--- src/design/csls_pkg.sv ---
// Package for the copy state likelihood select unit: constants, types and functions.
`default_nettype none
package csls_pkg;
   localparam int MaxCandidates = 16;
   localparam int SlotBits = $clog2(MaxCandidates);
   localparam int LogTableBits = 10;
   localparam int RomSize = 1 << LogTableBits;
   localparam int SumBits = 48;
   localparam logic signed [SumBits-1:0] SumMax = {1'b0, {(SumBits-1){1'b1}}};
   localparam logic signed [SumBits-1:0] SumMin = {1'b1, {(SumBits-1){1'b0}}};
   localparam logic signed [SumBits-1:0] T5Log2Norm = 48'sd91582;
   localparam logic [29:0] Ln2Q30 = 30'd744261118;

   localparam logic [1:0] OpLoad = 2'd0;
   localparam logic [1:0] OpPoint = 2'd1;
   localparam logic [1:0] OpFinish = 2'd2;

   localparam logic [1:0] CsrCount = 2'd0;
   localparam logic [1:0] CsrRatioInv = 2'd1;
   localparam logic [1:0] CsrBafInv = 2'd2;

   // One candidate entry as a cell holds it.
   typedef struct packed {
      logic [3:0]         total;
      logic [3:0]         minor;
      logic [23:0]        ratio;
      logic [23:0]        baf;
      logic signed [31:0] ratio_off;
      logic signed [31:0] baf_off;
   } cand_type;

   // Mantissa table entry: floor(2^20 * log2(1 + i / RomSize)) by repeated squaring.
   function automatic logic [19:0] log_mant(input logic [LogTableBits-1:0] i);
      logic [63:0] m;
      logic [19:0] v;
      m = (64'd1 << 30) + (64'(i) << (30 - LogTableBits));
      v = '0;
      for (int b = 19; b >= 0; b--) begin
         m = (m * m) >> 30;
         if (m >= (64'd2 << 30)) begin
            v[b] = 1'b1;
            m = m >> 1;
         end
      end
      return v;
   endfunction

   // Saturating add into a 48-bit sum.
   function automatic logic signed [SumBits-1:0] sat_add(input logic signed [SumBits-1:0] a,
                                                        input logic signed [SumBits:0] b);
      logic signed [SumBits+1:0] r;
      r = {{2{a[SumBits-1]}}, a} + {b[SumBits], b};
      if (r > $signed({2'b00, SumMax})) return SumMax;
      if (r < $signed({2'b11, SumMin})) return SumMin;
      return r[SumBits-1:0];
   endfunction
endpackage
`default_nettype wire

--- src/design/csls_cell.sv ---
// One chain cell: holds a candidate entry and its score sum, shifts to its neighbor.
`default_nettype none
module csls_cell (
   input  wire logic                clock,
   input  wire logic                reset,
   input  wire logic                load,
   input  wire csls_pkg::cand_type  load_cand,
   input  wire logic                shift,
   input  wire logic                clear,
   input  wire csls_pkg::cand_type  prev_cand,
   input  wire logic signed [csls_pkg::SumBits-1:0] prev_sum,
   output csls_pkg::cand_type       cand,
   output logic signed [csls_pkg::SumBits-1:0] sum
);
   csls_pkg::cand_type cand_ff;
   logic signed [csls_pkg::SumBits-1:0] sum_ff;
   assign cand = cand_ff;
   assign sum = sum_ff;

   // Entry is written by a load, rotated by the chain, sums cleared on finish.
   always_ff @(posedge clock) begin
      if (load) cand_ff <= load_cand;
      else if (shift) cand_ff <= prev_cand;
      if (reset || clear) sum_ff <= '0;
      else if (shift) sum_ff <= prev_sum;
   end
endmodule
`default_nettype wire

--- config.mk ---
export PLATFORM = sky130hd
export DESIGN_NAME = csls_cell
export DESIGN_NICKNAME = d
export VERILOG_FILES = /design/src/design/csls_pkg.sv /design/src/design/csls_cell.sv
export SDC_FILE = /design/constraint.sdc
export NUM_CORES = 1
export LEC_CHECK = 0
export ABC_AREA = 1
export BUFFER_PORTS_ARGS = -buffer_cell sky130_fd_sc_hd__buf_4
export CORE_AREA = 2 2 180 182
export CTS_CLUSTER_SIZE = 14
export DETAILED_ROUTE_END_ITERATION = 6
export DIE_AREA = 0 0 182 184
export GPL_TIMING_DRIVEN = 1
export HOLD_SLACK_MARGIN = 0.02
export PLACE_DENSITY = 0.47
export REMOVE_ABC_BUFFERS = 1
export SETUP_SLACK_MARGIN = 0.2
export SYNTH_ARGS = -nofsm -noshare
export SYNTH_HDL_FRONTEND = slang
export SYNTH_SLANG_ARGS = --single-unit
--- constraint.sdc ---
create_clock -name clock -period 2 [get_ports clock]
set_input_delay 0 -clock clock [delete_from_list [all_inputs] [get_ports clock]]
set_output_delay 0 -clock clock [all_outputs]
set_load 0.01 [all_outputs]
==> qor_table.md, run 1 <==
| Parameter | This run | Unit |
|---|---|---|
| Core area | 31390 | um2 |
| Filler cell count in the final layout | 3100 | - |
| Count of vias placed by the detailed router | 8028 | - |
| Postcts setup bufs | 0 | - |
| Largest stage delay on the critical path | 0.56 | ns |
| Final cell utilization of the core | 46.54 | % |
| Clk sink count | 168 | - |
| Initial antenna violation count | 1 | - |
| Cells after Synth | 814 | - |
| Detailed Place HPWL | 19.72 | mm |
| Initial core utilization | 22.77 | % |
| Arrival time of the worst setup path | 2.02 | ns |
| Antenna viol nets, final | 0 | - |
| Number of max-cap violations | 0 | - |
| Summed negative setup slack over all endpoints | 0 | ns |
| Worst setup skew after layout | 0 | ns |
| Maximum number of buffers from clock root to sink | 2 | - |
| Count of cells resized by post-cts repair | 0 | - |
| Clock tree from TritonCTS | done | - |
| Area taken by multi-input logic gates | 2087 | um2 |
| Overflow left after global routing | 0 | - |
| CP dominant cell by count | dlygate4sd3_1 | - |
| Die extent in x | 182 | um |
| Post-detailed-route DRC marker count | 0 | - |
| Outcome | finished clean | - |
| Clock transition time at the flip-flop clock pins of the worst setup and hold paths | 0.07 | ns |
| Number of DRC violations after detailed-routing iteration 0 | 260 | - |
| Relative area change from synthesis to final layout | 104.4 | % |
| Summed instance area of the synthesized netlist | 7148 | um2 |
| Cell with the most instances after synthesis | nand2_1 | - |
| Slew headroom | 59.37 | % |
| Number of buffers inserted by port buffering | 460 | - |
| Total area of sequential cells | 4564 | um2 |
| Fraction of synthesized cell area taken by the top area cell type | 50.41 | % |
| Vertical die dimension | 184 | um |
| Slowest cell on crit path | dlygate4sd3_1 | - |
| Final period demand of the worst path | 1.693 | ns |
| Fraction of synthesis flops using an asynchronous set or reset pin | 0 | % |
| List of cells traversed by the critical path | dlygate4sd3_1, buf_4, inv_1, nand2_1, dlygate4sd3_1, nand2_1, nor2_1, dlygate4sd3_1 | - |
| Total I/O pin count | 461 | - |
| Warnings, synthesis | 0 | - |
| Critical path class | input port to flop | - |
| Setup repair after global routing missed its margin | false | - |
| Actual transition at the worst max-transition pin | 0.6094 | ns |
| H-tree Lvls | 4 | - |
| Achievable Freq | 590.7 | MHz |
| Total count of hold-check failures in the final report | 0 | - |
| Total Routing Usage GR | 17.05 | % |
| Critical Path Fanout Max | 1 | - |
| Via density | 4.042 | - |
| Die Area | 33490 | um2 |
| Vias in the first global route | 8221 | - |
| Syn Area/Cell | 8.781 | um2 |
| Final period util | 84.64 | % |
| Synth area leaders | edfxtp_1 (50%), nand2_1 (24%), dfxtp_1 (13%) | - |
| Master cell of the clock root buffer | clkbuf_16 | - |
| Leakage | 7.274 | nW |
| Hold Path Class | input port to flop | - |
| Worst Path Buf+Inv | 5 | - |
| Number of enable-type register cells in the synthesized netlist | 120 | - |
| Final antenna diode count | 0 | - |
| Global placement routability congestion | 0.7579 | - |
| Seq/Total Area, Yosys | 63.85 | % |
| Pin count of the biggest net entering global routing | 121 | - |
| Number of buffers inserted during clock tree synthesis | 17 | - |
| Top FF cell, synth | edfxtp_1 | - |
| Total power divided by cell area | 670.4 | nW/um2 |
| Total detailed-routing wirelength | 28.86 | mm |
| First-pass detailed-route iteration total | 4 | - |
| Register bit count reported by yosys | 168 | - |
| Source-to-sink clock delay at the later pin of the worst-skew pair | 0.44 | ns |
| Minimum hold slack | 0.04618 | ns |
| Category of cells accounting for the largest share of critical-path delay | buffers and inverters | - |
| Synth cell count leaders | nand2_1 (456), edfxtp_1 (120), nor2_1 (96), dfxtp_1 (48), inv_1 (48) | - |
| Dominant cell type by area after synthesis | edfxtp_1 | - |
| Final setup violation count | 0 | - |
| Critical path launch point type | input port | - |
| Post-synthesis cell type count | 11 | - |
| Critical path endpoint category | flop | - |
| Fraction of layout cells with a size suffix above 1 | 31.44 | % |
| Required time of the critical path | 2.33 | ns |
| Number of placement rows | 65 | - |
| Wire length of the first global-routing pass | 43.68 | mm |
| Routed wire length per instance | 14.53 | um |
| Layout net count | 1864 | - |
| IR drop worst, VDD | 0.5225 | mV |
| Max-slew violation total from the final report | 0 | - |
-- final timing paths --
check | startpoint | end | slack, ns | cells after the start
max | prev_sum[24] | sum[24] | 0.31 | 8
max reg2reg | sum[30] | sum[30] | 0.84 | 3
min | shift | sum[39] | 0.05 | 4
min reg2reg | sum[18] | sum[18] | 0.47 | 2
-- flip-flops by register name, indices dropped and copies added, names as in the netlist --
signal / count
cand: 120
sum: 48
-- stage by stage --
step                      cell area [um2]  setup slack [ns]  cells  power, mW
after floorplan                      6833           0.08401    771      4.766
after global placement              10890            0.6043   1641      5.917
after detailed placement            10890            0.5967   1641      5.929
after CTS                           14610            0.4324   1986      9.914
after global routing                14610            0.2768   1986      10.26
final                               14610            0.3072   1986      9.794
-- cell usage in the layout, fill, tap and decap left out, types with 4 or more instances in the layout --
| cell | n |
|---|---|
| edfxtp_1 | 120 |
| clkbuf_16 | 17 |
| nor2_1 | 96 |
| buf_4 | 465 |
| dlygate4sd3_1 | 313 |
| dfxtp_1 | 48 |
| nand2_1 | 456 |
| inv_1 | 48 |
| clkinv_1 | 4 |
-- routing by layer --
layer  GRT usage [%]  up-vias  part of all wire (%)
met5               0        -                     0
met4           5.903        0                   1.9
met3           6.874       30                   9.2
met2           29.62      320                    49
met1           18.92     3672                    40
li1                -     4006                     -
-- worst min-delay path, stage by stage --
cell and delay [ns]:
buf_4 0.21, nand2_1 0.12, nand2_1 0.05, nor2_1 0.07
-- cells by family after synthesis --
| group | Yosys count | share of synthesized area [%] |
|---|---|---|
| AND/OR/NAND/NOR | 554 | 29.16 |
| buffers and inverters | 92 | 6.984 |
| flip-flops | 168 | 63.85 |
-- area by class of cell --
class / instances / area share, %
Inverter: 49 / 1.276
Multi-Input combinational cell: 554 / 14.29
Clock inverter: 14 / 1.062
Clock buffer: 18 / 2.938
Tap cell: 402 / 3.443
Timing Repair Buffer: 781 / 45.75
Sequential cell: 168 / 31.24
-- power breakdown --
part | total (mW) | switching (mW) | internal (mW)
registers | 4.19 | 0.100 | 4.09
clock network | 3.38 | 1.43 | 1.95
logic | 2.22 | 0.881 | 1.34
-- timing repair --
action	4_1_cts	5_1_grt
setup endpoints to repair	0	0
endpoints found under the hold margin	168	0
hold buffers	313	0
Power figures use the tool's default switching activity.
==> inputs of run 2 (changes only) <==
==> constraint.sdc (replaced) <==
create_clock -name clock -period 1.44 [get_ports clock]
set_input_delay 0 -clock clock [delete_from_list [all_inputs] [get_ports clock]]
set_output_delay 0 -clock clock [all_outputs]
set_load 0.01 [all_outputs]
==> run 2 against run 1 <==
Compared with the run above:
- final area is 0.56% higher
- sequential share of layout area shrank 0.17 points
- cell count hardly changed
- sequential power is 39% higher
- largest cell class unchanged
- flip-flop and latch count is the same
- combinational power increased by 39%
- hold slack better by 0.0018 ns
- clock power up 51%
- clock skew unchanged
- critical endpoint is now cand[21]
- power grew 43%
- critical path type unchanged
- largest power group unchanged
- die area unchanged
==> qor_table.md, run 2 (synthesized netlist as in run 1, its figures left out) <==
| Parameter | This run | Unit | vs previous |
|---|---|---|---|
| Area taken by multi-input logic gates | 2087 | um2 | unchanged |
| Global placement routability congestion | 0.7774 | - | +2.6% |
| Start point of the worst hold path | clear | - |  |
| Largest register FFs | 120 | - | unchanged |
| Fraction of layout cells with a size suffix above 1 | 32.30 | % | +0.86 points |
| Setup WS pre-CTS | 0.2063 | ns | -0.3904 ns |
| Critical Path Fanout Max | 1 | - | unchanged |
| Worst Path Buf+Inv | 3 | - | -2 |
| Master cell of the clock root buffer | clkbuf_16 | - |  |
| Initial antenna violation count | 1 | - | unchanged |
| Worst setup slack after layout | 0.2552 | ns | -0.05202 ns |
| Source-to-sink clock delay at the later pin of the worst-skew pair | 0.44 | ns | about the same |
| Critical path launch point type | input port | - |  |
| Die Area | 33490 | um2 | unchanged |
| Slew headroom | 65.72 | % | +6.4 points |
| Worst reg2reg path endpoint | sum[30] | - |  |
| Most common library cell in the layout ignoring fill and taps | buf_4 | - |  |
| Routed wire length per instance | 14.97 | um | +3.0% |
| Clock tree from TritonCTS | done | - |  |
| Vias in the first global route | 8250 | - | +0.35% |
| Critical path depth in cells | 5 | - | -3 |
| Slowest cell on crit path | dlygate4sd3_1 | - |  |
| Setup repair after global routing missed its margin | false | - |  |
| Number of buffers inserted during clock tree synthesis | 17 | - | unchanged |
| Total area of sequential cells | 4564 | um2 | unchanged |
| Top library cells by usage in the layout, fill and taps aside | buf_4 (469), nand2_1 (456), dlygate4sd3_1 (302) | - |  |
| Total I/O pin count | 461 | - | unchanged |
| Detailed Place HPWL | 20.89 | mm | +5.9% |
| Die extent in x | 182 | um | unchanged |
| Antenna viol nets, final | 0 | - | unchanged |
| Final cell utilization of the core | 46.80 | % | +0.26 points |
| Via density | 4.066 | - | +0.59% |
| First-pass detailed-route iteration total | 4 | - | unchanged |
| Endpoint with the worst hold slack | sum[27] | - |  |
| H-tree Lvls | 4 | - | unchanged |
| Category of cells accounting for the largest share of critical-path delay | buffers and inverters | - |  |
| Vertical die dimension | 184 | um | unchanged |
| Pin count of the biggest net entering global routing | 70 | - | -42% |
| Overflow left after global routing | 0 | - | unchanged |
| Arrival time of the worst setup path | 1.37 | ns | -0.65 ns |
| R2R Setup Slk | 0.84 | ns | about the same |
| Final period util | 82.28 | % |  |
| Final setup violation count | 0 | - | unchanged |
| Achievable Freq | 844.0 | MHz |  |
| Final period demand of the worst path | 1.185 | ns |  |
| Total count of hold-check failures in the final report | 0 | - | unchanged |
| Hold Path Class | input port to flop | - |  |
| Post-detailed-route DRC marker count | 0 | - | unchanged |
| Postcts setup bufs | 0 | - | unchanged |
| Largest stage delay on the critical path | 0.56 | ns | about the same |
| Worst setup skew after layout | 0 | ns | unchanged |
| Critical path endpoint category | flop | - |  |
| Hold depth | 5 | - | +1 |
| Core area | 31390 | um2 | unchanged |
| Max-slew violation total from the final report | 0 | - | unchanged |
| Reg2Reg Launch Point | sum[30] | - |  |
| Required time of the critical path | 1.63 | ns | -0.70 ns |
| Critical path class | input port to flop | - |  |
| Total Routing Usage GR | 17.24 | % | +0.19 points |
| Number of placement rows | 65 | - | unchanged |
| Filler cell count in the final layout | 3050 | - | -1.6% |
| Actual transition at the worst max-transition pin | 0.5141 | ns | -0.09529 ns |
| Initial core utilization | 22.77 | % | unchanged |
| Maximum number of buffers from clock root to sink | 2 | - | unchanged |
| Relative area change from synthesis to final layout | 105.5 | % |  |
| Total power divided by cell area | 953.8 | nW/um2 | +42% |
| Total detailed-routing wirelength | 29.72 | mm | +3.0% |
| Number of DRC violations after detailed-routing iteration 0 | 289 | - | +11% |
| Cell depth of the worst flop-to-flop path | 2 | - | -1 |
| IR drop worst, VDD | 0.7540 | mV | +44% |
| Number of max-cap violations | 0 | - | unchanged |
| Number of buffers inserted by port buffering | 460 | - | unchanged |
| List of cells traversed by the critical path | dlygate4sd3_1, buf_4, nand2_1, nand2_1, dlygate4sd3_1 | - |  |
| Clock transition time at the flip-flop clock pins of the worst setup and hold paths | 0.06 | ns | about the same |
| Wire length of the first global-routing pass | 44.14 | mm | +1.1% |
| Outcome | finished clean | - |  |
| Leakage | 7.258 | nW | -0.22% |
| Count of vias placed by the detailed router | 8071 | - | +0.54% |
| Clk sink count | 168 | - | unchanged |
| Layout net count | 1862 | - | -0.11% |
==> run 2: cell count changes in the layout (fill, tap and decap cells not counted), moves of 2 or more <==
cell	delta
clkinv_1	-3
dlygate4sd3_1	-11
buf_4	+4
buf_12	+4
clkinvlp_4	+3
clkinv_2	-2
clkbuf_8	+4
==> run 2: timing repair <==
action	4_1_cts	5_1_grt
resized for setup	0	2
hold endpoints to repair	168	0
endpoints found under the setup margin	0	52
hold buffers	302	0
==> run 2: how the worst max path moves through the flow <==
stage          slack (ns)        end     startpoint
2_1_floorplan       -0.48    cand[0]           load
3_3_place_gp         0.24   cand[28]           load
3_5_place_dp         0.21  cand[102]           load
4_1_cts              0.23   cand[39]           load
5_1_grt              0.23   cand[24]  prev_cand[24]
6_report             0.26   cand[21]  load_cand[21]
==> run 2: worst register-to-register path, cell delays in order (launching register included) <==
cell     delay, ns
dfxtp_1       0.32
nor2_1        0.11
nor2_1        0.06
==> run 2: where the power goes <==
group	internal, mW	leakage [nW]	switching (mW)
clock network	3.09	0.309	2.02
registers	5.68	1.63	0.147
logic	1.85	5.32	1.24
total	10.6	7.26	3.40
==> run 2: through the flow <==
step | power [mW] | hold WS, ns | std cells | setup TNS, ns | instance area, um2
after floorplan | 6.619 | 0.1294 | 771 | -57.12 | 6833
after global placement | 8.266 | 0.2641 | 1650 | 0 | 11010
after detailed placement | 8.278 | 0.2671 | 1650 | 0 | 11010
after CTS | 14.18 | 0.02007 | 1984 | 0 | 14680
after global routing | 14.61 | 0.05614 | 1985 | 0 | 14690
final | 14.01 | 0.04796 | 1985 | 0 | 14690
==> run 2: cell type report <==
cell class              instances  area share [%]
repair buffers                779           45.58
flip-flops and latches        168           31.07
diodes                          1         0.01703
clock inverters                11           1.150
clock buffers                  21           3.271
inverters                      49           1.286
multi-input cells             554           14.21
well taps                     402           3.424
==> run 2: layer usage <==
layer	track usage (%)	vias up	routed length [um]
met5	0	-	0
met4	5.968	0	579
met3	6.339	32	2709
met2	30.69	329	14810
met1	18.91	3705	11630
li1	-	4005	-
==> inputs of run 3 (changes only) <==
--- a/config.mk
+++ b/config.mk
@@ -7,10 +7,10 @@
 export LEC_CHECK = 0
 export ABC_AREA = 1
 export BUFFER_PORTS_ARGS = -buffer_cell sky130_fd_sc_hd__buf_4
-export CORE_AREA = 2 2 180 182
+export CORE_AREA = 2 2 177 179
 export CTS_CLUSTER_SIZE = 14
 export DETAILED_ROUTE_END_ITERATION = 6
-export DIE_AREA = 0 0 182 184
+export DIE_AREA = 0 0 179 181
 export GPL_TIMING_DRIVEN = 1
 export HOLD_SLACK_MARGIN = 0.02
 export PLACE_DENSITY = 0.47
==> constraint.sdc (replaced) <==
create_clock -name clock -period 1.15 [get_ports clock]
set_input_delay 0 -clock clock [delete_from_list [all_inputs] [get_ports clock]]
set_output_delay 0 -clock clock [all_outputs]
set_load 0.01 [all_outputs]
==> run 3 against run 2 <==
Compared with the run above:
- core utilization increased by 2.7 points
- flip-flop and latch count unchanged
- clock power increased by 14%
- worst setup slack got worse by 0.23 ns
- via count decreased by 1.0%
- wire length about the same
- final area increased by 2.2%
- global-route usage increased by 0.29 points
- non-clock buffer count decreased by 12
- sequential share of layout area decreased by 0.51 points
- critical endpoint is now cand[56]
- largest power group unchanged
- highest routed layer unchanged
==> qor_table.md, run 3 (synthesized netlist as in run 1, its figures left out) <==
| Parameter | This run | Unit | vs previous |
|---|---|---|---|
| H-tree Lvls | 4 | - | unchanged |
| Wire length of the first global-routing pass | 43.55 | mm | -1.3% |
| Layout net count | 1850 | - | -0.64% |
| Largest stage delay on the critical path | 0.51 | ns | -0.05 ns |
| Final setup violation count | 0 | - | unchanged |
| Clock transition time at the flip-flop clock pins of the worst setup and hold paths | 0.07 | ns | about the same |
| Vias in the first global route | 8225 | - | -0.30% |
| Antenna viol nets, final | 0 | - | unchanged |
| Routed wire length per instance | 15.10 | um | +0.86% |
| Vertical die dimension | 181 | um | -1.6% |
| Maximum number of buffers from clock root to sink | 2 | - | unchanged |
| Postcts setup bufs | 0 | - | unchanged |
| Actual transition at the worst max-transition pin | 0.4715 | ns | -0.04265 ns |
| Clk sink count | 168 | - | unchanged |
| Final period util | 97.54 | % |  |
| Source-to-sink clock delay at the later pin of the worst-skew pair | 0.42 | ns | -0.02 ns |
| Core area | 30350 | um2 | -3.3% |
| First-pass detailed-route iteration total | 4 | - | unchanged |
| Total Routing Usage GR | 17.52 | % | +0.29 points |
| Detailed Place HPWL | 20.74 | mm | -0.71% |
| Total I/O pin count | 461 | - | unchanged |
| Filler cell count in the final layout | 2830 | - | -7.2% |
| Cell area after layout | 15010 | um2 | +2.2% |
| Total detailed-routing wirelength | 29.71 | mm | about the same |
| Required time of the critical path | 1.15 | ns | -0.48 ns |
| Instance area at placement | 11000 | um2 | about the same |
| Category of cells accounting for the largest share of critical-path delay | flip-flops | - |  |
| Overflow left after global routing | 0 | - | unchanged |
| IR drop worst, VDD | 0.8246 | mV | +9.4% |
| Die extent in x | 179 | um | -1.6% |
| Final period demand of the worst path | 1.122 | ns |  |
| Total power divided by cell area | 1150 | nW/um2 | +21% |
| Critical Path Fanout Max | 1 | - | unchanged |
| Number of buffers inserted by port buffering | 460 | - | unchanged |
| Worst setup skew after layout | 0 | ns | unchanged |
| Relative area change from synthesis to final layout | 109.9 | % |  |
| Critical path launch point type | flop | - |  |
| Critical path class | flop to output pin | - |  |
| List of cells traversed by the critical path | buf_6 | - |  |
| Number of DRC violations after detailed-routing iteration 0 | 292 | - | +1.0% |
| Via density | 4.060 | - | -0.14% |
| Worst Path Buf+Inv | 1 | - | -2 |
| Number of max-cap violations | 0 | - | unchanged |
| Critical path endpoint category | output pin | - |  |
| Global placement routability congestion | 0.7895 | - | +1.6% |
| Hold Path Class | input port to flop | - |  |
| Fraction of layout cells with a size suffix above 1 | 33.50 | % | +1.2 points |
| Outcome | finished clean | - |  |
| Pin count of the biggest net entering global routing | 97 | - | +39% |
| Die Area | 32400 | um2 | -3.3% |
| Arrival time of the worst setup path | 1.12 | ns | -0.25 ns |
| Cell total after placement | 1642 | - | -0.48% |
| Total count of hold-check failures in the final report | 0 | - | unchanged |
| Number of buffers inserted during clock tree synthesis | 17 | - | unchanged |
| Setup repair after global routing missed its margin | true | - |  |
| Minimum hold slack | 0.1026 | ns | +0.05465 ns |
| Slowest cell on crit path | edfxtp_1 | - |  |
| Achievable Freq | 891.5 | MHz |  |
| Max-slew violation total from the final report | 0 | - | unchanged |
| Slew headroom | 68.57 | % | +2.8 points |
| Leakage | 7.343 | nW | +1.2% |
| Clock tree from TritonCTS | done | - |  |
| Initial core utilization | 23.55 | % | +0.78 points |
| Initial antenna violation count | 1 | - | unchanged |
| Number of placement rows | 64 | - | -1.5% |
| Post-detailed-route DRC marker count | 0 | - | unchanged |
| Final std cells w/o fill | 1967 | - | -0.91% |
| Count of vias placed by the detailed router | 7987 | - | -1.0% |
| Largest register FFs | 120 | - | unchanged |
| Most common library cell in the layout ignoring fill and taps | nand2_1 | - |  |
| Top library cells by usage in the layout, fill and taps aside | nand2_1 (456), buf_4 (346), dlygate4sd3_1 (291) | - |  |
| Master cell of the clock root buffer | clkbuf_16 | - |  |
==> run 3: cell count changes in the layout (fill, tap and decap cells not counted), moves of 2 or more <==
cell / delta
inv_4: +4
bufinv_16: -3
clkinvlp_4: -2
clkbuf_1: +2
clkbuf_16: +2
buf_4: -123
dfxtp_2: +18
dfxtp_1: -18
buf_6: +120
dlygate4sd3_1: -11
==> run 3: power by group <==
part           switching (mW)  internal (mW)
sequential              0.284           7.13
clock                    2.52           3.30
combinational            1.55           2.48
total                    4.36           12.9
==> run 3: final cells by class <==
cell class	instances	area, um2	area share, %
clock buffers	23	499.2	3.327
repair buffers	767	7058	47.03
clock inverters	9	86.33	0.5753
flip-flops and latches	168	4587	30.57
diodes	1	2.502	0.01667
multi-input cells	554	2092	13.94
well taps	396	495.5	3.302
inverters	49	186.4	1.242
==> run 3: what timing repair did <==
action / in CTS / in global routing
hold endpoints to repair: 168 / 0
hold buffers: 291 / 0
gates cloned: 0 / 1
pin swaps: 0 / 1
endpoints found under the setup margin: 121 / 139
resized for setup: 121 / 18
==> run 3: layer usage <==
| metal | GRT usage [%] | routed length [um] | part of all wire [%] | vias to the layer above |
|---|---|---|---|---|
| li1 | - | - | - | 3980 |
| met1 | 19.57 | 11660 | 39 | 3606 |
| met2 | 30.82 | 14840 | 50 | 359 |
| met3 | 5.997 | 2594 | 8.7 | 42 |
| met4 | 5.919 | 612 | 2.1 | 0 |
| met5 | 0 | 0 | 0 | - |
==> run 3: final timing paths <==
path | start | to | slack (ns) | depth (start not counted)
worst min register to register | sum[3] | sum[3] | 0.47 | 2
worst min-delay path | load | cand[84] | 0.10 | 4
worst max-delay path | cand[56] | cand[56] | 0.03 | 1
worst max register to register | sum[2] | sum[2] | 0.57 | 2
==> run 3: stage by stage <==
stage | utilization (%) | worst slack (ns) | setup TNS [ns] | total power [mW]
global route | 49.45 | -0.05040 | -0.05040 | 18.07
CTS | 49.27 | -0.04972 | -0.04972 | 17.47
finish | 49.45 | 0.02825 | 0 | 17.26
global placement | 36.26 | 0.1542 | 0 | 10.37
floorplan | - | -0.7660 | -100.10 | 8.288
detailed placement | 36.26 | 0.1436 | 0 | 10.39
